## src/design/upd_pkg.sv

```systemverilog
// Shared types, character constants and helpers of the percent decoder.
package upd_pkg;

	localparam logic [7:0] CH_PLUS  = 8'h2B;
	localparam logic [7:0] CH_PCT   = 8'h25;
	localparam logic [7:0] CH_SPACE = 8'h20;
	localparam logic [7:0] CH_0     = 8'h30;
	localparam logic [7:0] CH_9     = 8'h39;
	localparam logic [7:0] CH_LA    = 8'h61;
	localparam logic [7:0] CH_LF    = 8'h66;
	localparam logic [7:0] CH_UA    = 8'h41;
	localparam logic [7:0] CH_UF    = 8'h46;

	localparam int unsigned UPD_QUEUE_DEPTH = 4;

	// Escape phase of the front part, one-hot.
	typedef enum logic [2:0] {
		PH_PLAIN = 3'b001,
		PH_PCT   = 3'b010,
		PH_DIGIT = 3'b100
	} phase_t;

	// Up to three decoded bytes produced by one input item.
	typedef struct packed {
		logic [2:0][7:0] bytes;
		logic [1:0]      cnt;
		logic            last;
	} bundle_t;

	typedef struct packed {
		logic    push;
		bundle_t data;
	} q_wr_t;

	typedef struct packed {
		logic    valid;
		bundle_t data;
	} q_head_t;

	function automatic logic is_hex(input logic [7:0] ch);
		return ((ch >= CH_0) && (ch <= CH_9)) || ((ch >= CH_LA) && (ch <= CH_LF)) ||
			((ch >= CH_UA) && (ch <= CH_UF));
	endfunction

	// Nibble of a character already known to be a hex digit.
	function automatic logic [3:0] nibble_of(input logic [7:0] ch);
		if (ch <= CH_9) begin
			return ch[3:0];
		end
		return ch[3:0] + 4'd9;
	endfunction

endpackage

```

## src/design/upd_in_if.sv

```systemverilog
// Stream interface that carries encoded input items.
interface upd_in_if;
	logic       valid;
	logic       ready;
	logic [7:0] in_byte;
	logic       in_last;

	modport source (output valid, output in_byte, output in_last, input ready);
	modport sink (input valid, input in_byte, input in_last, output ready);
endinterface

```

## src/design/upd_out_if.sv

```systemverilog
// Stream interface that carries decoded result items.
interface upd_out_if;
	logic       valid;
	logic       ready;
	logic [7:0] out_byte;
	logic       out_last;

	modport source (output valid, output out_byte, output out_last, input ready);
	modport sink (input valid, input out_byte, input out_last, output ready);
endinterface

```

## src/design/upd_front.sv

```systemverilog
// Front part: accepts encoded items, tracks the escape phase, builds result bundles.
module upd_front import upd_pkg::*; (
	input  logic       clk,
	input  logic       arst_n,
	upd_in_if.sink     enc,
	input  logic       q_full,
	output q_wr_t      q_wr
);

	phase_t     phase_q, nxt_phase;
	logic [7:0] held_q, nxt_held;
	logic [3:0][7:0] by;
	logic [1:0] n;
	logic       plain_run;
	logic       hex;
	logic       acc;

	assign enc.ready = !q_full;
	assign acc = enc.valid && enc.ready;

	always_comb begin
		hex       = is_hex(enc.in_byte);
		nxt_phase = phase_q;
		nxt_held  = held_q;
		by        = '0;
		n         = 2'd0;
		plain_run = 1'b0;
		case (phase_q)
			PH_PCT: begin
				if (hex) begin
					nxt_phase = PH_DIGIT;
					nxt_held  = enc.in_byte;
				end else begin
					by[0]     = CH_PCT;
					n         = 2'd1;
					plain_run = 1'b1;
					nxt_phase = PH_PLAIN;
				end
			end
			PH_DIGIT: begin
				nxt_phase = PH_PLAIN;
				nxt_held  = '0;
				if (hex) begin
					by[0] = {nibble_of(held_q), nibble_of(enc.in_byte)};
					n     = 2'd1;
				end else begin
					by[0]     = CH_PCT;
					by[1]     = held_q;
					n         = 2'd2;
					plain_run = 1'b1;
				end
			end
			default: begin
				plain_run = 1'b1;
				nxt_phase = PH_PLAIN;
			end
		endcase

		if (plain_run) begin
			if (enc.in_byte == CH_PLUS) begin
				by[n] = CH_SPACE;
				n     = n + 2'd1;
			end else if (enc.in_byte == CH_PCT) begin
				nxt_phase = PH_PCT;
				nxt_held  = '0;
			end else begin
				by[n] = enc.in_byte;
				n     = n + 2'd1;
			end
		end

		// End of string: flush whatever escape is still open.
		if (enc.in_last) begin
			if (nxt_phase == PH_PCT) begin
				by[n] = CH_PCT;
				n     = n + 2'd1;
			end else if (nxt_phase == PH_DIGIT) begin
				by[n] = CH_PCT;
				n     = n + 2'd1;
				by[n] = nxt_held;
				n     = n + 2'd1;
			end
			nxt_phase = PH_PLAIN;
			nxt_held  = '0;
		end

		q_wr.push       = acc && (n != 2'd0);
		q_wr.data.bytes = by[2:0];
		q_wr.data.cnt   = n;
		q_wr.data.last  = enc.in_last;
	end

	always_ff @(posedge clk or negedge arst_n) begin
		if (!arst_n) begin
			phase_q <= PH_PLAIN;
			held_q  <= '0;
		end else if (acc) begin
			phase_q <= nxt_phase;
			held_q  <= nxt_held;
		end
	end

	a_last_resets_phase: assert property (@(posedge clk) disable iff (!arst_n)
		(acc && enc.in_last) |=> (phase_q == PH_PLAIN))
		else $error("escape phase not cleared after the last item of a string");

endmodule

```

## src/design/upd_queue.sv

```systemverilog
// Short queue of result bundles between the front and the back part.
module upd_queue import upd_pkg::*; #(
	parameter int unsigned DEPTH = UPD_QUEUE_DEPTH
) (
	input  logic    clk,
	input  logic    arst_n,
	input  q_wr_t   q_wr,
	output logic    full,
	output q_head_t head,
	input  logic    pop
);

	localparam int unsigned AW = (DEPTH > 1) ? $clog2(DEPTH) : 1;
	localparam int unsigned CW = $clog2(DEPTH + 1);

	bundle_t         mem_q [DEPTH];
	logic [AW-1:0]   wr_ptr_q, rd_ptr_q;
	logic [CW-1:0]   count_q;
	logic            do_pop;

	assign full       = (count_q == CW'(DEPTH));
	assign head.valid = (count_q != '0);
	assign head.data  = mem_q[rd_ptr_q];
	assign do_pop     = pop && head.valid;

	function automatic logic [AW-1:0] ptr_inc(input logic [AW-1:0] p);
		if (p == AW'(DEPTH - 1)) begin
			return '0;
		end
		return p + AW'(1);
	endfunction

	always_ff @(posedge clk) begin
		if (q_wr.push) begin
			mem_q[wr_ptr_q] <= q_wr.data;
		end
	end

	always_ff @(posedge clk or negedge arst_n) begin
		if (!arst_n) begin
			wr_ptr_q <= '0;
			rd_ptr_q <= '0;
			count_q  <= '0;
		end else begin
			if (q_wr.push) begin
				wr_ptr_q <= ptr_inc(wr_ptr_q);
			end
			if (do_pop) begin
				rd_ptr_q <= ptr_inc(rd_ptr_q);
			end
			if (q_wr.push && !do_pop) begin
				count_q <= count_q + CW'(1);
			end else if (!q_wr.push && do_pop) begin
				count_q <= count_q - CW'(1);
			end
		end
	end

	a_no_overflow: assert property (@(posedge clk) disable iff (!arst_n)
		!(q_wr.push && full))
		else $error("bundle pushed into a full queue");

	a_count_range: assert property (@(posedge clk) disable iff (!arst_n)
		count_q <= CW'(DEPTH))
		else $error("queue fill count beyond depth");

endmodule

```

## src/design/upd_back.sv

```systemverilog
// Back part: unpacks result bundles into single output items.
module upd_back import upd_pkg::*; (
	input  logic    clk,
	input  logic    arst_n,
	input  q_head_t head,
	output logic    pop,
	upd_out_if.source dec
);

	bundle_t    cur_q;
	logic       cur_vld_q;
	logic [1:0] idx_q;
	logic       at_end;
	logic       load;

	assign at_end       = (idx_q == (cur_q.cnt - 2'd1));
	assign dec.valid    = cur_vld_q;
	assign dec.out_byte = cur_q.bytes[idx_q];
	assign dec.out_last = cur_q.last && at_end;
	assign load         = !cur_vld_q || (dec.ready && at_end);
	assign pop          = load && head.valid;

	always_ff @(posedge clk) begin
		if (load) begin
			cur_q <= head.data;
		end
	end

	always_ff @(posedge clk or negedge arst_n) begin
		if (!arst_n) begin
			cur_vld_q <= 1'b0;
			idx_q     <= '0;
		end else if (load) begin
			cur_vld_q <= head.valid;
			idx_q     <= '0;
		end else if (dec.ready) begin
			idx_q <= idx_q + 2'd1;
		end
	end

	a_bundle_nonempty: assert property (@(posedge clk) disable iff (!arst_n)
		cur_vld_q |-> (cur_q.cnt != 2'd0))
		else $error("empty bundle reached the output stage");

	a_index_range: assert property (@(posedge clk) disable iff (!arst_n)
		cur_vld_q |-> (idx_q < cur_q.cnt))
		else $error("output index beyond bundle size");

endmodule

```

## src/design/url_percent_decoder.sv

```systemverilog
// Top level of the form-URL-encoded stream decoder.
//
//   channel  role    payload              item
//   enc      sink    in_byte, in_last     one encoded character
//   dec      source  out_byte, out_last   one decoded byte
//
// Cycles: an encoded item is taken every cycle while the bundle queue has room.
// Each item yields zero to three decoded items, and the output stage sends one
// per cycle while dec is ready, so the output port sets the overall rate.
// A result goes through the bundle queue and the output register on its way to dec.
// Reset clears the escape phase, the queue pointers and the output stage.
// A stall on dec fills the queue and then drops enc.ready; enc never stalls dec.
module url_percent_decoder import upd_pkg::*; #(
	parameter int unsigned QUEUE_DEPTH = UPD_QUEUE_DEPTH
) (
	input logic         clk,
	input logic         arst_n,
	upd_in_if.sink      enc,
	upd_out_if.source   dec
);

	// Front to queue: bundle push; queue to front: full flag.
	q_wr_t   q_wr;
	logic    q_full;
	// Queue to back: oldest bundle; back to queue: pop request.
	q_head_t q_head;
	logic    q_pop;

	// The front decides, per input item, which bytes come out and updates the
	// escape phase; items that produce nothing are not queued at all.
	upd_front u_front (
		.clk    (clk),
		.arst_n (arst_n),
		.enc    (enc),
		.q_full (q_full),
		.q_wr   (q_wr)
	);

	// The queue lets a malformed burst of three bytes sit while new input is
	// still taken, so the two sides stall independently.
	upd_queue #(
		.DEPTH (QUEUE_DEPTH)
	) u_queue (
		.clk    (clk),
		.arst_n (arst_n),
		.q_wr   (q_wr),
		.full   (q_full),
		.head   (q_head),
		.pop    (q_pop)
	);

	// The back holds one bundle in its output register and steps through it.
	upd_back u_back (
		.clk    (clk),
		.arst_n (arst_n),
		.head   (q_head),
		.pop    (q_pop),
		.dec    (dec)
	);

endmodule

```

## src/flat_wrapper.sv

```systemverilog
// flat-port wrapper written by rule: the top's interface ports become plain ports
module url_percent_decoder_flat import upd_pkg::*;
#(
	parameter int unsigned QUEUE_DEPTH = UPD_QUEUE_DEPTH
)
  (clk, arst_n, enc_valid, enc_in_byte, enc_in_last, enc_ready, dec_valid, dec_out_byte, dec_out_last, dec_ready);
  upd_in_if enc_i ();
  upd_out_if dec_i ();
  input logic clk;
  input logic arst_n;
  input wire logic [$bits(enc_i.valid)-1:0] enc_valid;
  input wire logic [$bits(enc_i.in_byte)-1:0] enc_in_byte;
  input wire logic [$bits(enc_i.in_last)-1:0] enc_in_last;
  output wire logic [$bits(enc_i.ready)-1:0] enc_ready;
  output wire logic [$bits(dec_i.valid)-1:0] dec_valid;
  output wire logic [$bits(dec_i.out_byte)-1:0] dec_out_byte;
  output wire logic [$bits(dec_i.out_last)-1:0] dec_out_last;
  input wire logic [$bits(dec_i.ready)-1:0] dec_ready;
  assign enc_i.valid = enc_valid;
  assign enc_i.in_byte = enc_in_byte;
  assign enc_i.in_last = enc_in_last;
  assign enc_ready = enc_i.ready;
  assign dec_valid = dec_i.valid;
  assign dec_out_byte = dec_i.out_byte;
  assign dec_out_last = dec_i.out_last;
  assign dec_i.ready = dec_ready;
  url_percent_decoder #(.QUEUE_DEPTH(QUEUE_DEPTH)) u_core (.clk(clk), .arst_n(arst_n), .enc(enc_i), .dec(dec_i));
endmodule
```

## config.mk

```make
export PLATFORM = sky130hd
export DESIGN_NAME = url_percent_decoder_flat
export DESIGN_NICKNAME = d
export VERILOG_FILES = /design/src/design/upd_pkg.sv /design/src/design/upd_in_if.sv /design/src/design/upd_out_if.sv /design/src/design/upd_front.sv /design/src/design/upd_queue.sv /design/src/design/upd_back.sv /design/src/design/url_percent_decoder.sv /design/src/flat_wrapper.sv
export SDC_FILE = /design/constraint.sdc
export NUM_CORES = 1
export LEC_CHECK = 0
export BUFFER_PORTS_ARGS = -buffer_cell sky130_fd_sc_hd__buf_4
export CORE_ASPECT_RATIO = 1.5
export CORE_MARGIN = 8
export CORE_UTILIZATION = 58
export CTS_BUF_LIST = sky130_fd_sc_hd__clkbuf_8 sky130_fd_sc_hd__clkbuf_16
export CTS_CLUSTER_DIAMETER = 60
export DETAILED_ROUTE_END_ITERATION = 10
export HOLD_SLACK_MARGIN = 0.12
export PLACE_DENSITY = 0.75
export SYNTH_ARGS = -nofsm -noshare
export SYNTH_HDL_FRONTEND = slang
export SYNTH_SLANG_ARGS = --single-unit
export TNS_END_PERCENT = 10
```

## constraint.sdc

```tcl
create_clock -name clk -period 4.99 [get_ports clk]
set_clock_uncertainty 0.15 [all_clocks]
set_input_delay 0.499 -clock clk [delete_from_list [all_inputs] [get_ports clk]]
set_output_delay 0.499 -clock clk [all_outputs]
set_load 0.02 [all_outputs]
```

==> out/metrics.yaml, run 1 <==
rsz0062_at_grt: "false"
setup.worst_path.start_class: "input pin"
grt_max_degree: 32
asyncSetResetFlopFracSynth_pct: 13.5
layout.nets: 564
drtAntennaViolNets: 0
ys_ff_latch: 156
dpl.cell_count: 665
syn_to_final_growth_pct: 14.4
ir_worst_vdd_mv: 0.279
route.vias.total: 4617
yosysTopAreaCellShare_pct: 55.8
clock_tree.root_cell: "sky130_fd_sc_hd__clkbuf_16"
port_buffers: 23
endpoint: "u_core.u_queue.count_q[2]"
ratio_of_cells_with_drive_above_1_in_the_final_layout_pct: 21.4
drv_slew: 0
synth-main-ff-cell: "sky130_fd_sc_hd__edfxtp_1"
clkSinkCount: 156
clk_path_buf_depth: 2
layout.cells.most_common: "sky130_fd_sc_hd__edfxtp_1"
cts_setup_buffers: 0
post-route-period-util_pct: 91.3
diodes: 0
grt_use_total_pct: 22.3
power.net_switching_uw: 1290
min_delay_path_depth: 3
worst-endpoint-arrival_ps: 4720
hp-class: "in2reg"
worst-r2r-setup-slack_ps: 600
worst_skew_pair.late_latency_ps: 420
clkTransAtPathRegs_ps: 60
cellInternalPower_uw: 3130
die-width_um: 107
power.share.sequential_pct: 44.8
first_global_vias: 4812
globalRouteOverflowTotal: 0
leakagePower_uw: 0.00297
post_synthesis_cells: 496
fin_setup_tns_ps: 0
critPathMaxFanout: 8
worstSetupStartpoint: "enc_in_byte[1]"
synth-edff-count: 135
tritoncts.num_buffers: 17
grt_pass1_wl_um: 27400
top_level_ports: 24
max-cap-violations: 0
instances_no_fill: 698
post-synth-top-area-cell: "sky130_fd_sc_hd__edfxtp_1"
routedLengthMet1_um: 6620
slew-limit-headroom_pct: 33.2
synth.net_count: 531
p_clk_share_pct: 31.9
regToRegStartpoint: "u_core.u_front.phase_q[1]"
totalWireLength_um: 17600
reg2regPathDepth: 17
num-fill-cells: 873
combinationalPowerShare_pct: 23.3
detail_route.iter0.violations: 349
clock_tree.htree_level_count: 4
dp_hpwl_um: 11700
worst_slew_pin_slew_ps: 1000
most-common-layout-cells: "sky130_fd_sc_hd__edfxtp_1, sky130_fd_sc_hd__buf_4, sky130_fd_sc_hd__nand2_1"
fp-row-count: 50
number_of_detailed_route_iterations_in_the_first_pass: 5
routed-wl-met2_um: 9290
highest-signal-layer: "met4"
power.density_nw_per_um2: 532
maxClockFrequency_mhz: 220
synth.yosys.warnings: 0
dr_wl_met3_um: 886
synth-seq-area-share_pct: 63.1
floorplan.die.height_um: 153
swShare_pct: 29.2
post_synth_num_cell_types: 65
period_needed_ps: 4560
initial_standard_cell_utilization_of_the_core_pct: 58.6
vias_per_cell: 6.61
finalSetupViolCount: 0
syn_area_per_cell_um2: 14.6
hold_viol_final: 0
placeableCoreArea_um2: 12400
status: "completed"
gp_routability_congestion: 0.993
ys_top_cells_by_area: "sky130_fd_sc_hd__edfxtp_1, sky130_fd_sc_hd__mux4_2, sky130_fd_sc_hd__dfrtp_1, sky130_fd_sc_hd__ha_1, sky130_fd_sc_hd__nand2_1"
grt_antenna_before_repair: 0
tritoncts: "built"
r2r_end: "u_core.u_queue.count_q[2]"
timing_worst_setup_path_type: "in2reg"
synthesis.area_um2: 7260
route.detailed.wl_per_inst_um: 25.2
fp.dieArea_um2: 16400
endpoint_kind: "flop"
detail_route.drc_violations: 0
timing.critical_path.required_ps: 5160
-- state kept, by name, indices dropped and copies added (netlist names) --
signal and flops:
u_core.u_front.phase_q 3, u_core.u_queue.wr_ptr_q 2, u_core.u_queue.count_q 3, u_core.u_back.idx_q 2, u_core.u_back.cur_q 27, u_core.u_queue.mem_q 108, u_core.u_back.dec.valid 1, u_core.u_front.held_q 8
u_core.u_queue.rd_ptr_q 2
-- critical path, stage by stage --
cell	delay (ps)
sky130_fd_sc_hd__buf_4	140
sky130_fd_sc_hd__inv_1	150
sky130_fd_sc_hd__ha_1	220
sky130_fd_sc_hd__or3b_1	350
sky130_fd_sc_hd__a32o_1	260
sky130_fd_sc_hd__nand3_1	170
sky130_fd_sc_hd__a21boi_0	150
sky130_fd_sc_hd__ha_1	400
sky130_fd_sc_hd__a31oi_1	310
sky130_fd_sc_hd__ha_1	290
sky130_fd_sc_hd__nor3_1	80
sky130_fd_sc_hd__o22ai_1	130
sky130_fd_sc_hd__a21oi_1	120
sky130_fd_sc_hd__a21boi_4	240
sky130_fd_sc_hd__ha_1	220
sky130_fd_sc_hd__inv_1	70
sky130_fd_sc_hd__fa_1	420
sky130_fd_sc_hd__xor2_1	170
sky130_fd_sc_hd__nor2_1	110
sky130_fd_sc_hd__xor2_1	210
-- Yosys cell counts (5+ instances only) --
master,instances
sky130_fd_sc_hd__xnor2_1,7
sky130_fd_sc_hd__o22ai_1,6
sky130_fd_sc_hd__buf_1,5
sky130_fd_sc_hd__nor2_1,25
sky130_fd_sc_hd__a31oi_1,8
sky130_fd_sc_hd__mux2i_1,9
sky130_fd_sc_hd__mux4_2,27
sky130_fd_sc_hd__ha_1,21
sky130_fd_sc_hd__a211oi_1,7
sky130_fd_sc_hd__o21ai_1,9
sky130_fd_sc_hd__inv_1,19
sky130_fd_sc_hd__dfrtp_1,20
sky130_fd_sc_hd__a21oi_1,16
sky130_fd_sc_hd__xor2_1,5
sky130_fd_sc_hd__and3_1,10
sky130_fd_sc_hd__nand3_1,12
sky130_fd_sc_hd__nand2_1,30
sky130_fd_sc_hd__clkbuf_1,14
sky130_fd_sc_hd__and2_1,8
sky130_fd_sc_hd__edfxtp_1,135
sky130_fd_sc_hd__o21ai_0,18
sky130_fd_sc_hd__a21o_1,6
-- per-stage QoR --
| stage | setup WS, ps | area, um^2 | util (%) | total power, uW | hold WS [ps] |
|---|---|---|---|---|---|
| 2_1_floorplan | 353 | 7260 | - | 2660 | 53.4 |
| 3_3_place_gp | 264 | 7640 | 61.7 | 2970 | 258 |
| 3_5_place_dp | 58.5 | 7640 | 61.7 | 3040 | 267 |
| 4_1_cts | 490 | 8310 | 67.1 | 4460 | 180 |
| 5_1_grt | 201 | 8310 | 67.1 | 4600 | 211 |
| 6_report | 435 | 8310 | 67.1 | 4420 | 190 |
-- cell families (layout without fill, tap and decap cells) --
group	Yosys count	count (layout)	synth area share (%)
DFF	156	156	63.1
AOI/OAI and AO/OA	110	110	10.7
and+or+nand+nor	109	109	7.68
buffers and inverters	45	91	2.70
muxes	42	42	10.5
adders and majority gates	22	22	3.89
xor gates and xnor gates	12	12	1.45
-- per-layer routing --
metal,vias up,GRT usage (%)
li1,2010,-
met1,2340,25.5
met2,216,37.7
met3,51,4.42
met4,0,12.8
met5,-,0
-- layout make-up --
class	instances	area (um^2)	share of cell area, %
timing repair buffer	40	315	3.80
clock inverter	15	228	2.74
multi-input combinational	295	2490	30.0
tap	156	195	2.35
sequential	156	4580	55.2
clock buffer	17	425	5.12
inverter	19	71.3	0.858
-- repair_timing --
action | 4_1_cts | 5_1_grt
hold buffers | 1 | 0
hold endpoints to repair | 21 | 0
gates resized for setup | 0 | 0
-- power by group through the flow --
stage	Sequential, uW	Clock [uW]	Combinational (uW)
floorplan	1880	0	778
global placement	1970	0	1000
detailed placement	2000	0	1030
CTS	1990	1420	1050
global route	2020	1480	1110
finish	1980	1410	1030
-- worst min-delay path by stage --
stage | start | endpoint
after floorplan | arst_n | u_core.u_back.dec.valid
after CTS | dec_ready | u_core.u_back.idx_q[0]
after global placement | arst_n | u_core.u_front.held_q[1]
after detailed placement | arst_n | u_core.u_front.held_q[1]
final | dec_ready | u_core.u_back.idx_q[0]
after global routing | dec_ready | u_core.u_back.idx_q[0]
Power figures use the tool's default switching activity.
==> inputs of run 2 (changes only) <==
clock period = 5.2 ns   (was 4.99 ns; I/O delays follow)
==> run 2 against run 1 <==
Against the previous run: final cell count down 0.29%; design area shrank 1.2%; combinational power shrank 8%; critical path type unchanged; critical path depth unchanged; routed wire length decreased by 5.3%; die area unchanged; count of clock-buffer cells in the layout unchanged; via count fell by 4.2%; utilization is 0.81 points lower; worst setup slack gained 190 ps; global-route usage is 0.84 points lower; clock power decreased by 16%.
==> out/metrics.yaml, run 2 (synthesis results as in run 1) <==
totalWireLength_um: 16700  # was 17600 um
die-width_um: 107  # unchanged
first_global_vias: 4527  # was 4812
worst-endpoint-arrival_ps: 4770  # was 4720 ps
worst-r2r-setup-slack_ps: 890  # was 600 ps
tritoncts.num_buffers: 17  # unchanged
initial_standard_cell_utilization_of_the_core_pct: 58.6  # unchanged
clock_tree.htree_level_count: 4  # unchanged
layout.nets: 562  # was 564
tritoncts: "built"  # unchanged
rsz0062_at_grt: "false"  # unchanged
grt_pass1_wl_um: 26300  # was 27400 um
totalPowerFinal_uw: 4050  # was 4420 uW
clkSinkCount: 156  # unchanged
instances_no_fill: 696  # was 698
hold_viol_final: 0  # unchanged
grt_antenna_before_repair: 0  # unchanged
timing_worst_setup_path_type: "in2reg"  # unchanged
drtAntennaViolNets: 0  # unchanged
dpl.cell_count: 663  # was 665
worstSetupStartpoint: "enc_in_byte[1]"  # unchanged
hp-class: "in2reg"  # unchanged
fin_setup_tns_ps: 0  # unchanged
ratio_of_cells_with_drive_above_1_in_the_final_layout_pct: 20.9  # was 21.4%
port_buffers: 23  # unchanged
critPathMaxFanout: 10  # was 8
largest-register: "u_core.u_queue.mem_q"  # unchanged
floorplan.die.height_um: 153  # unchanged
slew-limit-headroom_pct: 33.7  # was 33.2%
detail_route.iter0.violations: 321  # was 349
number_of_detailed_route_iterations_in_the_first_pass: 5  # unchanged
globalRouteOverflowTotal: 0  # unchanged
max-cap-violations: 0  # unchanged
ir_worst_vdd_mv: 0.277  # was 0.279 mV
fp.dieArea_um2: 16400  # unchanged
fp-row-count: 50  # unchanged
layout_top_registers: "u_core.u_queue.mem_q: 108 flops, u_core.u_back.cur_q: 27 flops, u_core.u_front.held_q: 8 flops"  # unchanged
r2r_end: "u_core.u_queue.count_q[2]"  # unchanged
power.density_nw_per_um2: 493  # was 532 nW/um^2
gp_routability_congestion: 0.959  # was 0.993
pre_cts_slack_ps: 209  # was 58.5 ps
layout.cells.most_common: "sky130_fd_sc_hd__edfxtp_1"  # unchanged
largest_register_ff_count: 108  # unchanged
final.setup.worst_slack_ps: 626  # was 435 ps
setup.worst_path.start_class: "input pin"  # unchanged
endpoint: "u_core.u_queue.count_q[2]"  # unchanged
clkTransAtPathRegs_ps: 70  # was 60 ps
worst_skew_pair.late_latency_ps: 420  # about the same
endpoint_kind: "flop"  # unchanged
worst_slew_pin_slew_ps: 994  # was 1000 ps
drv_slew: 0  # unchanged
placeableCoreArea_um2: 12400  # unchanged
post-route-period-util_pct: 88.0
route.vias.total: 4424  # was 4617
timing.critical_path.required_ps: 5390  # was 5160 ps
syn_to_final_growth_pct: 13.0  # was 14.4%
detail_route.drc_violations: 0  # unchanged
vias_per_cell: 6.36  # was 6.61
leakagePower_uw: 0.00292  # was 0.00297 uW
clk_path_buf_depth: 2  # unchanged
status: "completed"  # unchanged
clock_tree.root_cell: "sky130_fd_sc_hd__clkbuf_16"  # unchanged
dp_hpwl_um: 11600  # was 11700 um
regToRegStartpoint: "u_core.u_front.phase_q[2]"  # was u_core.u_front.phase_q[1]
route.detailed.wl_per_inst_um: 23.9  # was 25.2 um
grt_use_total_pct: 21.5  # was 22.3%
most-common-layout-cells: "sky130_fd_sc_hd__edfxtp_1, sky130_fd_sc_hd__buf_4, sky130_fd_sc_hd__nand2_1"  # unchanged
diodes: 0  # unchanged
finalHoldWorstSlack_ps: 224  # was 190 ps
reg2regPathDepth: 17  # unchanged
grt_max_degree: 32  # unchanged
finalSetupViolCount: 0  # unchanged
maxClockFrequency_mhz: 219
period_needed_ps: 4570
top_level_ports: 24  # unchanged
[run 2: cell types whose count changed in the layout (fill, tap and decap cells not counted), sizes merged]
cell      previous run  this run
clkinv               3         5
bufinv               4         1
clkinvlp             0         1
buf                 39        37
[run 2: routing by layer]
layer	vias up	part of all wire [%]	global-route usage (%)
met4	0	3.1	9.96
li1	1999	-	-
met5	-	0	0
met1	2206	37	24.1
met3	35	4.6	3.87
met2	184	55	38.1
[run 2: power by group]
group          internal [uW]  total (uW)  switching [uW]
combinational            452         946             494
sequential              1710        1910             195
clock                    675        1190             518
total                   2840        4050            1210
[run 2: through the flow]
stage / area (um^2) / utilization [%]
floorplan: 7260 / -
detailed placement: 7620 / 61.5
global placement: 7620 / 61.5
CTS: 8210 / 66.3
finish: 8210 / 66.3
global route: 8210 / 66.3
[run 2: final cells by class]
| class | instances | area [um^2] |
|---|---|---|
| clock buffers | 17 | 425 |
| clock inverters | 15 | 155 |
| fillers | 887 | 4180 |
| inverters | 19 | 71.3 |
| multi-input cells | 295 | 2490 |
| flip-flops and latches | 156 | 4580 |
| well taps | 156 | 195 |
| repair buffers | 38 | 288 |
[run 2: how the worst min path moves through the flow]
| stage | startpoint | slack, ps | cells after the start | to |
|---|---|---|---|---|
| 2_1_floorplan | arst_n | 70 | 0 | u_core.u_back.dec.valid |
| 3_3_place_gp | arst_n | 280 | 1 | u_core.u_front.held_q[7] |
| 3_5_place_dp | arst_n | 280 | 1 | u_core.u_front.held_q[3] |
| 4_1_cts | dec_ready | 210 | 3 | u_core.u_back.idx_q[0] |
| 5_1_grt | dec_ready | 240 | 3 | u_core.u_back.idx_q[0] |
| 6_report | dec_ready | 220 | 3 | u_core.u_back.idx_q[0] |
[run 2: what timing repair did]
| item | 4_1_cts | 5_1_grt |
|---|---|---|
| endpoints found under the hold margin | 21 | 0 |
| gates resized for setup | 0 | 0 |
| setup buffers | 0 | 0 |
| hold buffers | 1 | 0 |
[run 2: worst max-delay path, stage by stage]
cell                       delay, ps
sky130_fd_sc_hd__buf_4           140
sky130_fd_sc_hd__inv_1           140
sky130_fd_sc_hd__ha_1            220
sky130_fd_sc_hd__or3b_1          360
sky130_fd_sc_hd__a32o_1          330
sky130_fd_sc_hd__nand3_1         200
sky130_fd_sc_hd__a21boi_0        140
sky130_fd_sc_hd__ha_1            400
sky130_fd_sc_hd__a31oi_1         320
sky130_fd_sc_hd__ha_1            280
sky130_fd_sc_hd__nor3_1           70
sky130_fd_sc_hd__o22ai_1         130
sky130_fd_sc_hd__a21oi_1         120
sky130_fd_sc_hd__a21boi_4        250
sky130_fd_sc_hd__ha_1            220
sky130_fd_sc_hd__inv_1            70
sky130_fd_sc_hd__fa_1            430
sky130_fd_sc_hd__xor2_1          170
sky130_fd_sc_hd__nor2_1          110
sky130_fd_sc_hd__xor2_1          160
